==> src/rtl/lsos_pkg.sv <==
// ----------------------------------------------------------------------------
// lsos_pkg
// Shared types and constants for the laser sector obstacle steering block.
// ----------------------------------------------------------------------------
`timescale 1ns / 1ps
`default_nettype none

package lsos_pkg;

  // configuration port geometry
  localparam int CfgIdxW  = 3;
  localparam int CfgDataW = 16;
  localparam int SpsW     = 9;

  // configuration register indexes
  typedef enum logic [CfgIdxW-1:0] {
    CFG_SAMPLES_PER_SECTOR = 3'd0,
    CFG_STOP_DISTANCE      = 3'd1,
    CFG_TURN_DISTANCE      = 3'd2,
    CFG_TURN_GAIN          = 3'd3,
    CFG_IDLE_TURN          = 3'd4
  } cfg_idx_e;

  // request function codes
  localparam logic FUNC_SAMPLE = 1'b0;
  localparam logic FUNC_SPEED  = 1'b1;

  // result kind codes
  localparam logic KIND_DRIVE = 1'b0;
  localparam logic KIND_SPEED = 1'b1;

  // sector indexes, right to left
  localparam logic [2:0] SEC_RIGHT   = 3'd0;
  localparam logic [2:0] SEC_FRIGHT  = 3'd1;
  localparam logic [2:0] SEC_FRONT   = 3'd2;
  localparam logic [2:0] SEC_FLEFT   = 3'd3;
  localparam logic [2:0] SEC_LEFT    = 3'd4;
  localparam logic [2:0] NUM_SECTORS = 3'd5;

  // reset values and fixed-point constants (Q8.8)
  localparam logic [SpsW-1:0]     SPS_RESET       = 9'd144;
  localparam logic [15:0]         STOP_RESET      = 16'd256;
  localparam logic [15:0]         TURN_DIST_RESET = 16'd512;
  localparam logic [15:0]         TURN_GAIN_RESET = 16'd512;
  localparam logic signed [15:0]  IDLE_TURN_RESET = 16'sd77;
  localparam logic [15:0]         SPEED_RESET     = 16'd256;
  localparam logic [15:0]         RANGE_MAX       = 16'hFFFF;
  localparam logic [8:0]          Q_ONE           = 9'd256;

  // snapshot of one finished scan, or a speed reply, headed for the command stages
  typedef struct packed {
    logic        kind;
    logic [15:0] speed;
    logic [15:0] min_right;
    logic [15:0] min_fright;
    logic [15:0] min_front;
    logic [15:0] min_fleft;
    logic [15:0] min_left;
  } cmd_req_t;

  // one result item
  typedef struct packed {
    logic               kind;
    logic [15:0]        linear;
    logic signed [15:0] angular;
    logic [15:0]        speed;
  } cmd_rsp_t;

endpackage

`default_nettype wire

==> src/rtl/lsos_if.sv <==
// ----------------------------------------------------------------------------
// lsos_if
// Valid/ready channels for sample requests and steering results.
// ----------------------------------------------------------------------------
`timescale 1ns / 1ps
`default_nettype none

interface lsos_in_if;
  logic               valid;
  logic               ready;
  logic               func;
  logic [15:0]        range_value;
  logic signed [15:0] speed_step;
  logic               last_of_scan;

  modport source (
    output valid, func, range_value, speed_step, last_of_scan,
    input  ready
  );
  modport sink (
    input  valid, func, range_value, speed_step, last_of_scan,
    output ready
  );
endinterface

interface lsos_out_if;
  logic               valid;
  logic               ready;
  logic               kind;
  logic [15:0]        linear_cmd;
  logic signed [15:0] angular_cmd;
  logic [15:0]        speed_now;

  modport source (
    output valid, kind, linear_cmd, angular_cmd, speed_now,
    input  ready
  );
  modport sink (
    input  valid, kind, linear_cmd, angular_cmd, speed_now,
    output ready
  );
endinterface

`default_nettype wire

==> src/rtl/lsos_cmd.sv <==
// ----------------------------------------------------------------------------
// lsos_cmd
// Two-stage drive command datapath: products, then weight sum, saturation and idle turn.
// ----------------------------------------------------------------------------
`timescale 1ns / 1ps
`default_nettype none

module lsos_cmd (
  input  logic                     clk_i,
  input  logic                     rst_ni,
  input  logic [15:0]              stop_distance_i,
  input  logic [15:0]              turn_distance_i,
  input  logic [15:0]              turn_gain_i,
  input  logic signed [15:0]       idle_turn_i,
  input  logic                     req_valid_i,
  output logic                     req_ready_o,
  input  lsos_pkg::cmd_req_t       req_i,
  output logic                     rsp_valid_o,
  input  logic                     rsp_ready_i,
  output lsos_pkg::cmd_rsp_t       rsp_o
);
  import lsos_pkg::*;

  // turning weight of one side sector, Q16.8
  function automatic logic [23:0] side_weight(input logic [15:0] side_range,
                                              input logic [15:0] tdist,
                                              input logic [15:0] gain);
    logic [15:0] gap;
    logic [31:0] prod;
    gap  = tdist - side_range;
    prod = 32'(gap) * 32'(gain);
    if (side_range >= tdist) begin
      return 24'd0;
    end
    return prod[31:8];
  endfunction

  logic        ready2;
  logic        ready3;

  logic        vld2_q;
  logic        kind2_q;
  logic [15:0] lin2_q;
  logic [15:0] spd2_q;
  logic [23:0] w_right2_q, w_fright2_q, w_fleft2_q, w_left2_q;

  logic        kind2_d;
  logic [15:0] lin2_d;
  logic [23:0] w_right2_d, w_fright2_d, w_fleft2_d, w_left2_d;
  logic [8:0]  diff;
  logic [24:0] lin_prod;
  logic [15:0] front_gap;

  logic               vld3_q;
  cmd_rsp_t           rsp3_q;
  cmd_rsp_t           rsp3_d;
  logic signed [25:0] ang_sum;
  logic signed [15:0] ang_sat;

  // stall chain
  assign ready3      = !vld3_q || rsp_ready_i;
  assign ready2      = !vld2_q || ready3;
  assign req_ready_o = ready2;

  // stage 2: linear product and side weights
  always_comb begin
    front_gap = req_i.min_front - stop_distance_i;
    diff      = 9'd0;
    if (req_i.min_front > stop_distance_i) begin
      diff = (front_gap > 16'(Q_ONE)) ? Q_ONE : front_gap[8:0];
    end
    lin_prod    = 25'(diff) * 25'(req_i.speed);
    kind2_d     = req_i.kind;
    lin2_d      = lin_prod[23:8];
    w_right2_d  = side_weight(req_i.min_right, turn_distance_i, turn_gain_i);
    w_fright2_d = side_weight(req_i.min_fright, turn_distance_i, turn_gain_i);
    w_fleft2_d  = side_weight(req_i.min_fleft, turn_distance_i, turn_gain_i);
    w_left2_d   = side_weight(req_i.min_left, turn_distance_i, turn_gain_i);
    if (req_i.kind == KIND_SPEED) begin
      lin2_d      = 16'd0;
      w_right2_d  = 24'd0;
      w_fright2_d = 24'd0;
      w_fleft2_d  = 24'd0;
      w_left2_d   = 24'd0;
    end
  end

  always_ff @(posedge clk_i or negedge rst_ni) begin
    if (!rst_ni) begin
      vld2_q <= 1'b0;
    end else if (ready2) begin
      vld2_q <= req_valid_i;
    end
  end

  always_ff @(posedge clk_i) begin
    if (ready2 && req_valid_i) begin
      kind2_q     <= kind2_d;
      lin2_q      <= lin2_d;
      spd2_q      <= req_i.speed;
      w_right2_q  <= w_right2_d;
      w_fright2_q <= w_fright2_d;
      w_fleft2_q  <= w_fleft2_d;
      w_left2_q   <= w_left2_d;
    end
  end

  // stage 3: weight sum, saturation and idle turn
  always_comb begin
    ang_sum = $signed({2'b00, w_right2_q}) + $signed({2'b00, w_fright2_q})
            - $signed({2'b00, w_fleft2_q}) - $signed({2'b00, w_left2_q});
    if (ang_sum > 26'sd32767) begin
      ang_sat = 16'sd32767;
    end else if (ang_sum < -26'sd32768) begin
      ang_sat = -16'sd32768;
    end else begin
      ang_sat = ang_sum[15:0];
    end
    rsp3_d.kind    = kind2_q;
    rsp3_d.linear  = lin2_q;
    rsp3_d.speed   = spd2_q;
    rsp3_d.angular = ang_sat;
    if (kind2_q == KIND_SPEED) begin
      rsp3_d.angular = 16'sd0;
    end else if (lin2_q == 16'd0 && ang_sat == 16'sd0) begin
      rsp3_d.angular = idle_turn_i;
    end
  end

  always_ff @(posedge clk_i or negedge rst_ni) begin
    if (!rst_ni) begin
      vld3_q <= 1'b0;
    end else if (ready3) begin
      vld3_q <= vld2_q;
    end
  end

  always_ff @(posedge clk_i) begin
    if (ready3 && vld2_q) begin
      rsp3_q <= rsp3_d;
    end
  end

  assign rsp_valid_o = vld3_q;
  assign rsp_o       = rsp3_q;

`ifndef SYNTHESIS
  // a speed reply carries no motion
  assert property (@(posedge clk_i) disable iff (!rst_ni)
    (vld3_q && rsp3_q.kind == KIND_SPEED) |-> (rsp3_q.linear == 16'd0 &&
                                               rsp3_q.angular == 16'sd0))
    else $error("speed reply with nonzero motion");

  // a drive command is only issued at nonzero speed
  assert property (@(posedge clk_i) disable iff (!rst_ni)
    (vld3_q && rsp3_q.kind == KIND_DRIVE) |-> (rsp3_q.speed != 16'd0))
    else $error("drive command at zero speed");

  // a speed reply entering stage 2 reaches it with zero linear
  assert property (@(posedge clk_i) disable iff (!rst_ni)
    (vld2_q && kind2_q == KIND_SPEED) |-> (lin2_q == 16'd0))
    else $error("speed reply with linear product");
`endif

endmodule

`default_nettype wire

==> src/rtl/laser_sector_obstacle_steering.sv <==
// ----------------------------------------------------------------------------
// laser_sector_obstacle_steering
// A request passes the input register, the stage 1 register and command stages 2 and 3.
// Throughput: one request per cycle while the result side does not stall the pipeline.
// Reset clears counters, running minimum, speed (1.0) and config registers;
// the five sector minima are not reset and need no clearing pass.
// ----------------------------------------------------------------------------
`timescale 1ns / 1ps
`default_nettype none

module laser_sector_obstacle_steering #(
  parameter int MAX_SECTOR_SAMPLES = 256
) (
  input  logic                           clk_i,
  input  logic                           rst_ni,
  input  logic                           cfg_we_i,
  input  logic [lsos_pkg::CfgIdxW-1:0]   cfg_idx_i,
  input  logic [lsos_pkg::CfgDataW-1:0]  cfg_wdata_i,
  lsos_in_if.sink                        sample_i,
  lsos_out_if.source                     result_o
);
  import lsos_pkg::*;

  localparam int CntW  = $clog2(MAX_SECTOR_SAMPLES + 1);
  localparam int SizeW = (CntW > SpsW) ? CntW : SpsW;
  localparam logic [SizeW-1:0] MaxSize = SizeW'(MAX_SECTOR_SAMPLES);

  // configuration registers
  logic [SpsW-1:0]    sps_q;
  logic [15:0]        stop_q;
  logic [15:0]        tdist_q;
  logic [15:0]        gain_q;
  logic signed [15:0] idle_q;

  always_ff @(posedge clk_i or negedge rst_ni) begin
    if (!rst_ni) begin
      sps_q   <= SPS_RESET;
      stop_q  <= STOP_RESET;
      tdist_q <= TURN_DIST_RESET;
      gain_q  <= TURN_GAIN_RESET;
      idle_q  <= IDLE_TURN_RESET;
    end else if (cfg_we_i) begin
      case (cfg_idx_e'(cfg_idx_i))
        CFG_SAMPLES_PER_SECTOR: sps_q   <= cfg_wdata_i[SpsW-1:0];
        CFG_STOP_DISTANCE:      stop_q  <= cfg_wdata_i;
        CFG_TURN_DISTANCE:      tdist_q <= cfg_wdata_i;
        CFG_TURN_GAIN:          gain_q  <= cfg_wdata_i;
        CFG_IDLE_TURN:          idle_q  <= cfg_wdata_i;
        default: ;
      endcase
    end
  end

  // stall chain
  logic ready0, ready1, cmd_ready;
  logic vld0_q, vld1_q;
  logic adv0;

  assign ready1         = !vld1_q || cmd_ready;
  assign ready0         = !vld0_q || ready1;
  assign adv0           = vld0_q && ready1;
  assign sample_i.ready = ready0;

  // input register
  logic               func0_q;
  logic [15:0]        range0_q;
  logic signed [15:0] delta0_q;
  logic               last0_q;

  always_ff @(posedge clk_i or negedge rst_ni) begin
    if (!rst_ni) begin
      vld0_q <= 1'b0;
    end else if (ready0) begin
      vld0_q <= sample_i.valid;
    end
  end

  always_ff @(posedge clk_i) begin
    if (ready0 && sample_i.valid) begin
      func0_q  <= sample_i.func;
      range0_q <= sample_i.range_value;
      delta0_q <= sample_i.speed_step;
      last0_q  <= sample_i.last_of_scan;
    end
  end

  // scan state
  logic [CntW-1:0] cnt_q, cnt_d;
  logic [2:0]      idx_q, idx_d;
  logic [15:0]     rmin_q, rmin_d;
  logic [15:0]     speed_q, speed_d;
  logic [15:0]     sec_min_q [NUM_SECTORS];

  logic [SizeW-1:0]   sps_ext;
  logic [SizeW-1:0]   size_w;
  logic [CntW-1:0]    cnt_inc;
  logic               sector_done;
  logic [15:0]        new_min;
  logic signed [17:0] spd_sum;
  logic [15:0]        spd_clamped;
  logic               sec_we;
  logic               produce;
  cmd_req_t           req1_d, req1_q;

  // sector size, zero taken as one and capped at the maximum
  always_comb begin
    sps_ext = SizeW'(sps_q);
    if (sps_q == '0) begin
      size_w = SizeW'(1);
    end else if (sps_ext > MaxSize) begin
      size_w = MaxSize;
    end else begin
      size_w = sps_ext;
    end
  end

  // per-sample arithmetic
  always_comb begin
    cnt_inc     = cnt_q + 1'b1;
    sector_done = SizeW'(cnt_inc) >= size_w;
    new_min     = (range0_q < rmin_q) ? range0_q : rmin_q;
    spd_sum     = $signed({2'b00, speed_q}) + $signed({{2{delta0_q[15]}}, delta0_q});
    if (spd_sum < 18'sd0) begin
      spd_clamped = 16'd0;
    end else if (spd_sum[16]) begin
      spd_clamped = 16'hFFFF;
    end else begin
      spd_clamped = spd_sum[15:0];
    end
  end

  // state update for the request leaving the input register
  always_comb begin
    cnt_d   = cnt_q;
    idx_d   = idx_q;
    rmin_d  = rmin_q;
    speed_d = speed_q;
    sec_we  = 1'b0;
    produce = 1'b0;

    req1_d.kind       = KIND_DRIVE;
    req1_d.speed      = speed_q;
    req1_d.min_right  = sec_min_q[SEC_RIGHT];
    req1_d.min_fright = sec_min_q[SEC_FRIGHT];
    req1_d.min_front  = sec_min_q[SEC_FRONT];
    req1_d.min_fleft  = sec_min_q[SEC_FLEFT];
    req1_d.min_left   = new_min;

    if (adv0) begin
      if (func0_q == FUNC_SPEED) begin
        speed_d      = spd_clamped;
        produce      = 1'b1;
        req1_d.kind  = KIND_SPEED;
        req1_d.speed = spd_clamped;
      end else begin
        if (idx_q < NUM_SECTORS) begin
          rmin_d = new_min;
          cnt_d  = cnt_inc;
          if (sector_done) begin
            sec_we = 1'b1;
            rmin_d = RANGE_MAX;
            cnt_d  = '0;
            idx_d  = idx_q + 3'd1;
            if (idx_q == SEC_LEFT && speed_q != 16'd0) begin
              produce = 1'b1;
            end
          end
        end
        if (last0_q) begin
          cnt_d  = '0;
          idx_d  = '0;
          rmin_d = RANGE_MAX;
        end
      end
    end
  end

  always_ff @(posedge clk_i or negedge rst_ni) begin
    if (!rst_ni) begin
      cnt_q   <= '0;
      idx_q   <= '0;
      rmin_q  <= RANGE_MAX;
      speed_q <= SPEED_RESET;
    end else begin
      cnt_q   <= cnt_d;
      idx_q   <= idx_d;
      rmin_q  <= rmin_d;
      speed_q <= speed_d;
    end
  end

  // sector minima
  always_ff @(posedge clk_i) begin
    if (sec_we) begin
      sec_min_q[idx_q] <= new_min;
    end
  end

  // stage 1 register
  always_ff @(posedge clk_i or negedge rst_ni) begin
    if (!rst_ni) begin
      vld1_q <= 1'b0;
    end else if (ready1) begin
      vld1_q <= produce;
    end
  end

  always_ff @(posedge clk_i) begin
    if (ready1 && produce) begin
      req1_q <= req1_d;
    end
  end

  // command datapath and result register
  cmd_rsp_t rsp;

  lsos_cmd u_cmd (
    .clk_i           (clk_i),
    .rst_ni          (rst_ni),
    .stop_distance_i (stop_q),
    .turn_distance_i (tdist_q),
    .turn_gain_i     (gain_q),
    .idle_turn_i     (idle_q),
    .req_valid_i     (vld1_q),
    .req_ready_o     (cmd_ready),
    .req_i           (req1_q),
    .rsp_valid_o     (result_o.valid),
    .rsp_ready_i     (result_o.ready),
    .rsp_o           (rsp)
  );

  assign result_o.kind        = rsp.kind;
  assign result_o.linear_cmd  = rsp.linear;
  assign result_o.angular_cmd = rsp.angular;
  assign result_o.speed_now   = rsp.speed;

`ifndef SYNTHESIS
  // sector index never runs beyond one past the last sector
  assert property (@(posedge clk_i) disable iff (!rst_ni)
    idx_q <= NUM_SECTORS)
    else $error("sector index out of range");

  // once all sectors are done, leftover samples leave the counter untouched
  assert property (@(posedge clk_i) disable iff (!rst_ni)
    (idx_q == NUM_SECTORS) |-> (cnt_q == '0 && rmin_q == RANGE_MAX))
    else $error("leftover samples changed sector state");

  // a sector minimum is written only while a sector is open
  assert property (@(posedge clk_i) disable iff (!rst_ni)
    sec_we |-> (idx_q < NUM_SECTORS && adv0 && func0_q == FUNC_SAMPLE))
    else $error("sector minimum written outside a sector");
`endif

endmodule

`default_nettype wire

==> src/flat_wrapper.sv <==
// flat-port wrapper written by rule: the top's interface ports become plain ports
module laser_sector_obstacle_steering_flat import lsos_pkg::*;
#(
  parameter int MAX_SECTOR_SAMPLES = 256
)
  (clk_i, rst_ni, cfg_we_i, cfg_idx_i, cfg_wdata_i, sample_i_valid, sample_i_func, sample_i_range_value, sample_i_speed_step, sample_i_last_of_scan, sample_i_ready, result_o_valid, result_o_kind, result_o_linear_cmd, result_o_angular_cmd, result_o_speed_now, result_o_ready);
  lsos_in_if sample_i_i ();
  lsos_out_if result_o_i ();
  input  logic clk_i;
  input  logic rst_ni;
  input  logic cfg_we_i;
  input  logic [lsos_pkg::CfgIdxW-1:0] cfg_idx_i;
  input  logic [lsos_pkg::CfgDataW-1:0] cfg_wdata_i;
  input wire logic [$bits(sample_i_i.valid)-1:0] sample_i_valid;
  input wire logic [$bits(sample_i_i.func)-1:0] sample_i_func;
  input wire logic [$bits(sample_i_i.range_value)-1:0] sample_i_range_value;
  input wire logic [$bits(sample_i_i.speed_step)-1:0] sample_i_speed_step;
  input wire logic [$bits(sample_i_i.last_of_scan)-1:0] sample_i_last_of_scan;
  output wire logic [$bits(sample_i_i.ready)-1:0] sample_i_ready;
  output wire logic [$bits(result_o_i.valid)-1:0] result_o_valid;
  output wire logic [$bits(result_o_i.kind)-1:0] result_o_kind;
  output wire logic [$bits(result_o_i.linear_cmd)-1:0] result_o_linear_cmd;
  output wire logic [$bits(result_o_i.angular_cmd)-1:0] result_o_angular_cmd;
  output wire logic [$bits(result_o_i.speed_now)-1:0] result_o_speed_now;
  input wire logic [$bits(result_o_i.ready)-1:0] result_o_ready;
  assign sample_i_i.valid = sample_i_valid;
  assign sample_i_i.func = sample_i_func;
  assign sample_i_i.range_value = sample_i_range_value;
  assign sample_i_i.speed_step = sample_i_speed_step;
  assign sample_i_i.last_of_scan = sample_i_last_of_scan;
  assign sample_i_ready = sample_i_i.ready;
  assign result_o_valid = result_o_i.valid;
  assign result_o_kind = result_o_i.kind;
  assign result_o_linear_cmd = result_o_i.linear_cmd;
  assign result_o_angular_cmd = result_o_i.angular_cmd;
  assign result_o_speed_now = result_o_i.speed_now;
  assign result_o_i.ready = result_o_ready;
  laser_sector_obstacle_steering #(.MAX_SECTOR_SAMPLES(MAX_SECTOR_SAMPLES)) u_core (.clk_i(clk_i), .rst_ni(rst_ni), .cfg_we_i(cfg_we_i), .cfg_idx_i(cfg_idx_i), .cfg_wdata_i(cfg_wdata_i), .sample_i(sample_i_i), .result_o(result_o_i));
endmodule
==> config.mk <==
export PLATFORM = sky130hd
export DESIGN_NAME = laser_sector_obstacle_steering_flat
export DESIGN_NICKNAME = d
export VERILOG_FILES = /design/src/rtl/lsos_pkg.sv /design/src/rtl/lsos_if.sv /design/src/rtl/lsos_cmd.sv /design/src/rtl/laser_sector_obstacle_steering.sv /design/src/flat_wrapper.sv
export SDC_FILE = /design/constraint.sdc
export NUM_CORES = 2
export LEC_CHECK = 0
export CORE_MARGIN = 10
export CORE_UTILIZATION = 65
export CTS_CLUSTER_DIAMETER = 30
export DETAILED_ROUTE_END_ITERATION = 12
export DONT_BUFFER_PORTS = 1
export PLACE_DENSITY = 0.81
export SYNTH_ARGS = -nofsm -noshare
export SYNTH_HDL_FRONTEND = slang
export SYNTH_SLANG_ARGS = --single-unit
export TNS_END_PERCENT = 30
==> constraint.sdc <==
create_clock -name clk_i -period 25.9 [get_ports clk_i]
set_input_delay 3.885 -clock clk_i [delete_from_list [all_inputs] [get_ports clk_i]]
set_output_delay 3.885 -clock clk_i [all_outputs]
set_load 0.02 [all_outputs]
Word level (Yosys, flattened, before mapping). Memories as Yosys holds them, arrays and structs flattened. A register that Yosys moved wholly into a read port is not among the register bits. Cells that the tools add are included.

RAM bits: 80. Output and inout port bits: 51. Memories kept: 1. Input bits: 58. Word-level logic and storage cells: 141. Register bits: 366.

Magnitude comparators: 13. Reductions and logical operators: 30. Add/subtract/negate cells: 11. Bitwise operators: 1. $mul: 5. Eq/ne operators: 5. Muxes and demuxes: 44.

Memory list: u_core.sec_min_q (words 5, width 16, read ports 4, clocked after memory_dff 4, write ports 1, RTL line laser_sector_obstacle_steering.sv:92) `logic [15:0] sec_min_q [NUM_SECTORS];`.

Operators by type and width (number): $mux 24 (8); $mux 16 (10); $mul 16x16->32 (4); $sub 16x16->16 (5); $ge 16x16->1 (4); $mux 9 (7); $logic_not 16->1 (2); $gt 26x16->1 const B (1); $lt 26x16->1 const B (1); $sub 25x24->26 (1); $sub 26x25->26 (1); $add 24x24->25 (1); $mul 9x16->24 (1); $add 17x16->18 (1); $lt 18x1->1 const B (1); $mux 17 (1); $gt 16x16->1 (1); $gt 16x9->1 const B (1); $lt 16x16->1 (1); $reduce_bool 16->1 (1); $mux 1 (15); $reduce_and 2->1 (6); $add 9x1->9 const B (1); $ge 9x9->1 (1); other kinds (16) (33).

Logic depth before layout (Yosys ltp).
Depth after elaboration: 10. Mapped depth: 38. Mapped depth without buffers: 37.

By module. A second synthesis with hierarchy kept.

Cell total of the unflattened synthesis: 6259. Area total of the unflattened synthesis: 61995.7 um2.

By module, submodules not included: lsos_cmd (times used 1, area an instance 49213.4 um2, sequential area each 5395.2 um2, cells each 5441); laser_sector_obstacle_steering (times used 1, area an instance 12782.3 um2, sequential area each 8866.0 um2, cells each 818).

Least setup slack after synthesis. Ideal clock, no wire load.

Kind: input-to-reg. Start: input result_o_ready. End: register u_core.req1_q[0] (netlist name) (enable). Path buffers: 0. Setup slack: 11.051 ns. Stages on the path: 4. Setup time: 0.818 ns. Data required time: 25.082 ns. Data arrival time: 14.031 ns. Path through: nor2b_1 > nand3_1 > nand2_1 > o41ai_1.

Longest elaborated chain between the ends: 6.

RTL lines: start: declaration (RTL line flat_wrapper.sv:25) `input wire logic [$bits(result_o_i.ready)-1:0] result_o_ready;`; $logic_or 1x1->1 (*) (RTL line lsos_cmd.sv:61) `assign ready3 = !vld3_q || rsp_ready_i;`; $logic_or 1x1->1 (*) (RTL line lsos_cmd.sv:62) `assign ready2 = !vld2_q || ready3;`; $logic_or 1x1->1 (*) (RTL line laser_sector_obstacle_steering.sv:59) `assign ready1 = !vld1_q || cmd_ready;`; $logic_and 1x1->1 (RTL line laser_sector_obstacle_steering.sv:61) `assign adv0 = vld0_q && ready1;`; $mux 1 (RTL line laser_sector_obstacle_steering.sv:149) `if (adv0) begin`; $logic_and 1x1->1 (*) (RTL line laser_sector_obstacle_steering.sv:209) `if (ready1 && produce) begin`; end signal: assignment (RTL line laser_sector_obstacle_steering.sv:210) `req1_q <= req1_d;`; end: declaration (RTL line laser_sector_obstacle_steering.sv:103) `cmd_req_t req1_d, req1_q;`.

Mark *: on every way between the ends. The rest lies on a longest branch, timed or not. A chain may end at the register's enable or synchronous reset.

Worst setup path after layout.
Start: register u_core.tdist_q[1]. End: register u_core.u_cmd.w_right2_q[20] (data pin).

Longest elaborated chain between the ends: 3. Elaborated cells on any way between the ends: 5. Those cells by class: add/sub (1); mul (1); order compare (1); mux (2).

RTL lines: start: declaration (RTL line laser_sector_obstacle_steering.sv:31) `logic [15:0] tdist_q;`; start signal: assignment (RTL line laser_sector_obstacle_steering.sv:46) `CFG_TURN_DISTANCE: tdist_q <= cfg_wdata_i;`; $sub 16x16->16 or $ge 16x16->1 (tied branches) (RTL line lsos_cmd.sv:30, lsos_cmd.sv:32); $mul 16x16->32 or $mux 1 (tied branches) (RTL line lsos_cmd.sv:31, lsos_cmd.sv:32); $mux 24 (*) (RTL line lsos_cmd.sv:35) `return prod[31:8];`; end signal: assignment (RTL line lsos_cmd.sv:101) `w_right2_q <= w_right2_d;`; end: declaration (RTL line lsos_cmd.sv:45) `logic [23:0] w_right2_q, w_fright2_q, w_fleft2_q, w_left2_q;`.

Marked as above.

==> results.ini <==
[sta]
drv_slew = 0
tns_ns = 0
worst_slew_pin_slew_ns = 1.29
fmax_mhz = 100
post-route-min-period_ns = 9.99
setup_viol = 0
finalHoldViolCount = 0
skew_ns = 0.113
finalCritPeriodShare = 0.386
rsz0062_at_grt = no
slew_headroom = 0.136

[placed_design]
gp_congestion = 0.962
dp.final_hpwl_um = 126000
io_buffer_count = 0

[synth]
yosys.area_share.xor_xnor = 0.0259
syn_inst = 6652
synthAdderAreaFrac = 0.407
synthesis.nets = 8226
ys.flop_type = edfxtp_1
synthSimpleGateAreaFrac = 0.157
synthMuxAreaShare = 0.00936
syn_area_um2 = 63600
yosysWarnings = 0
synthArstFlopShare = 0.245
synth_enable_flop_cells = 373
synth_compound_area_frac = 0.0829
yosysSeqAreaShare = 0.224
synth_top_family_by_area = adder cells
ys_seq_elements = 494
synth_common_cells = 1246 x inv_1, 923 x fa_1, 876 x nand2_1, 593 x ha_1, 393 x and2_1
synth.top_cells.by_area = fa_1 29%, edfxtp_1 18%, ha_1 12%
synth.top_cell.area_share = 0.291
synth_area_per_cell_um2 = 9.56
yosys.area.top_type = fa_1
synth_most_common_cell = inv_1
synth_cell_types = 94

[clocking]
cts-resized-gates = 0
cts_htree_levels = 3
clock_latency_ns = 0.73
root_buffer = clkbuf_16
cts_buffer_depth = 3
clkTransAtPathRegs_ns = 0.06
ctsHoldBuffers = 0
cts_setup_buffers = 0
cts_buffers = 94
cts_tree = yes
clock-sinks = 494

[route]
drc = 0
wl_um = 169000
routed-via-count = 47800
avgRoutedWirePerCell_um = 21.4
ant_nets = 0
firstDrtPassIters = 5
via_per_inst = 6.05
initialDrtViolationCount = 4522

[critical_path]
worstPathRequired_ns = 26.32
end_kind = register
cp_slowest_cell = o311ai_0
start_kind = register
critPathKind = reg2reg
cpPeakStageDelay_ns = 0.69
crit_top_cell = fa_1
cp_max_fo = 33
cp.arrival_ns = 10.41

[floorplan]
io_pins = 109
initial_core_util = 0.657
core_area_um2 = 96900
rows = 114
die-area_um2 = 111000
die_y_um = 333
dieWidth_um = 333

[global_route]
grt.busiest_layer = met2
grt.total_usage = 0.308
met1_usage = 0.399
grt_util_met3 = 0.0653
grt_overflow_total = 0
grt_max_degree = 122
use_met2 = 0.489
grt_pass1_vias = 49600
antenna_found_initial = 4
grt_pass1_wl_um = 271000

[status]
status = finished, final reports clean

[finish]
n_fill_cell = 6897
syn_to_final_growth_pct = 7.51
drive_gt1_frac = 0.0668
layout.nets = 8123

[min_path]
hold_class = reg2reg

[flow_run]
maxCapViolations = 0

==> final timing paths <==
kind                            cells after the start                          end  slack (ns)                    from
worst max-delay path                               36  u_core.u_cmd.w_right2_q[20]       15.91       u_core.tdist_q[1]
worst min-delay path                                0        u_core.u_cmd.rsp_o[5]        0.39  u_core.u_cmd.spd2_q[5]
worst max register to register                     36  u_core.u_cmd.w_right2_q[20]       15.91       u_core.tdist_q[1]
worst min register to register                      0        u_core.u_cmd.rsp_o[5]        0.39  u_core.u_cmd.spd2_q[5]
max in group asynchronous                           0             u_core.idle_q[6]       22.65                  rst_ni
min in group asynchronous                           0              u_core.cnt_q[7]        2.87                  rst_ni
==> cells in the final DEF (no fill, tap or decap), types with 13 or more instances in the layout <==
cell       instances
a211oi_1          38
a21o_1            83
a21oi_1          164
a311oi_1          17
a31oi_1           22
and2_1           392
and3_1            34
buf_4            120
clkbuf_16         94
dfrtp_1           80
dfrtp_2           15
dfstp_2           26
edfxtp_1         373
fa_1             923
ha_1             593
inv_1           1246
inv_6             17
mux2_2            52
nand2_1          876
nand2b_1          49
nand3_1          123
nand4_1           31
nor2_1           234
nor2b_1           99
nor3_1            59
nor3b_1           52
nor4_1            19
o211ai_1          29
o21a_1            28
o21ai_0          157
o21bai_1          33
o221ai_1          13
o22a_1            17
o22ai_1           18
o311ai_0          32
or3_1             19
xnor2_1          123
xor2_1            57
==> final cells by class <==
cell class / instances / area [um^2] / share of cell area
Multi-Input combinational cell: 4590 / 43600 / 0.637
Sequential cell: 494 / 14300 / 0.209
Inverter: 1249 / 4690 / 0.0686
Clock buffer: 107 / 2430 / 0.0355
Tap cell: 1276 / 1600 / 0.0233
Timing Repair Buffer: 120 / 901 / 0.0132
Clock inverter: 70 / 900 / 0.0132
Antenna cell: 2 / 5.00 / 0.0000732
==> sequential cells by signal, summed over array words and instances, names as in the netlist, 24 cells and up <==
signal and cells:
u_core.req1_q 97, u_core.u_cmd.w_fleft2_q 24, u_core.u_cmd.rsp_o 49, u_core.u_cmd.w_right2_q 24, u_core.sec_min_q 64, u_core.u_cmd.w_left2_q 24
u_core.u_cmd.w_fright2_q 24
==> metrics by stage <==
step,instances,utilization,worst slack [ns],area [um^2],hold WS (ns)
3_5_place_dp,7729,0.672,16.05,65000,0.405
4_1_cts,7906,0.706,15.97,68400,0.400
2_1_floorplan,6652,-,11.05,63600,0.400
3_3_place_gp,7729,0.672,16.09,65000,0.400
6_report,7908,0.706,15.91,68400,0.392
5_1_grt,7906,0.706,15.31,68400,0.421
==> worst max-delay path, delay by kind of cell, from the launching register on <==
kind,cells,cell delay [ns]
adder cells (fa/ha/maj),8,3.71
AO/OA/AOI/OAI,15,3.54
buffers and inverters,7,0.81
AND/OR/NAND/NOR,5,0.69
flip-flops,1,0.64
multiplexers,1,0.35
==> layer usage <==
metal	share of wire	vias up	wire length, um
met4	0.058	2	9770
met3	0.10	518	16900
met5	0.000077	-	13
li1	-	21000	-
met1	0.38	23800	64900
met2	0.46	2425	77700
==> logic make-up after synthesis <==
logic type               after synthesis
XOR/XNOR                             188
AND/OR/NAND/NOR                     2055
flip-flops                           494
multiplexers                          53
AO/OA/AOI/OAI                        778
adder cells (fa/ha/maj)             1516
buffers and inverters               1568
Power is left out: the tool's default activity adds up to more than one toggle a clock period on the data nets, which glitch-free logic cannot reach.
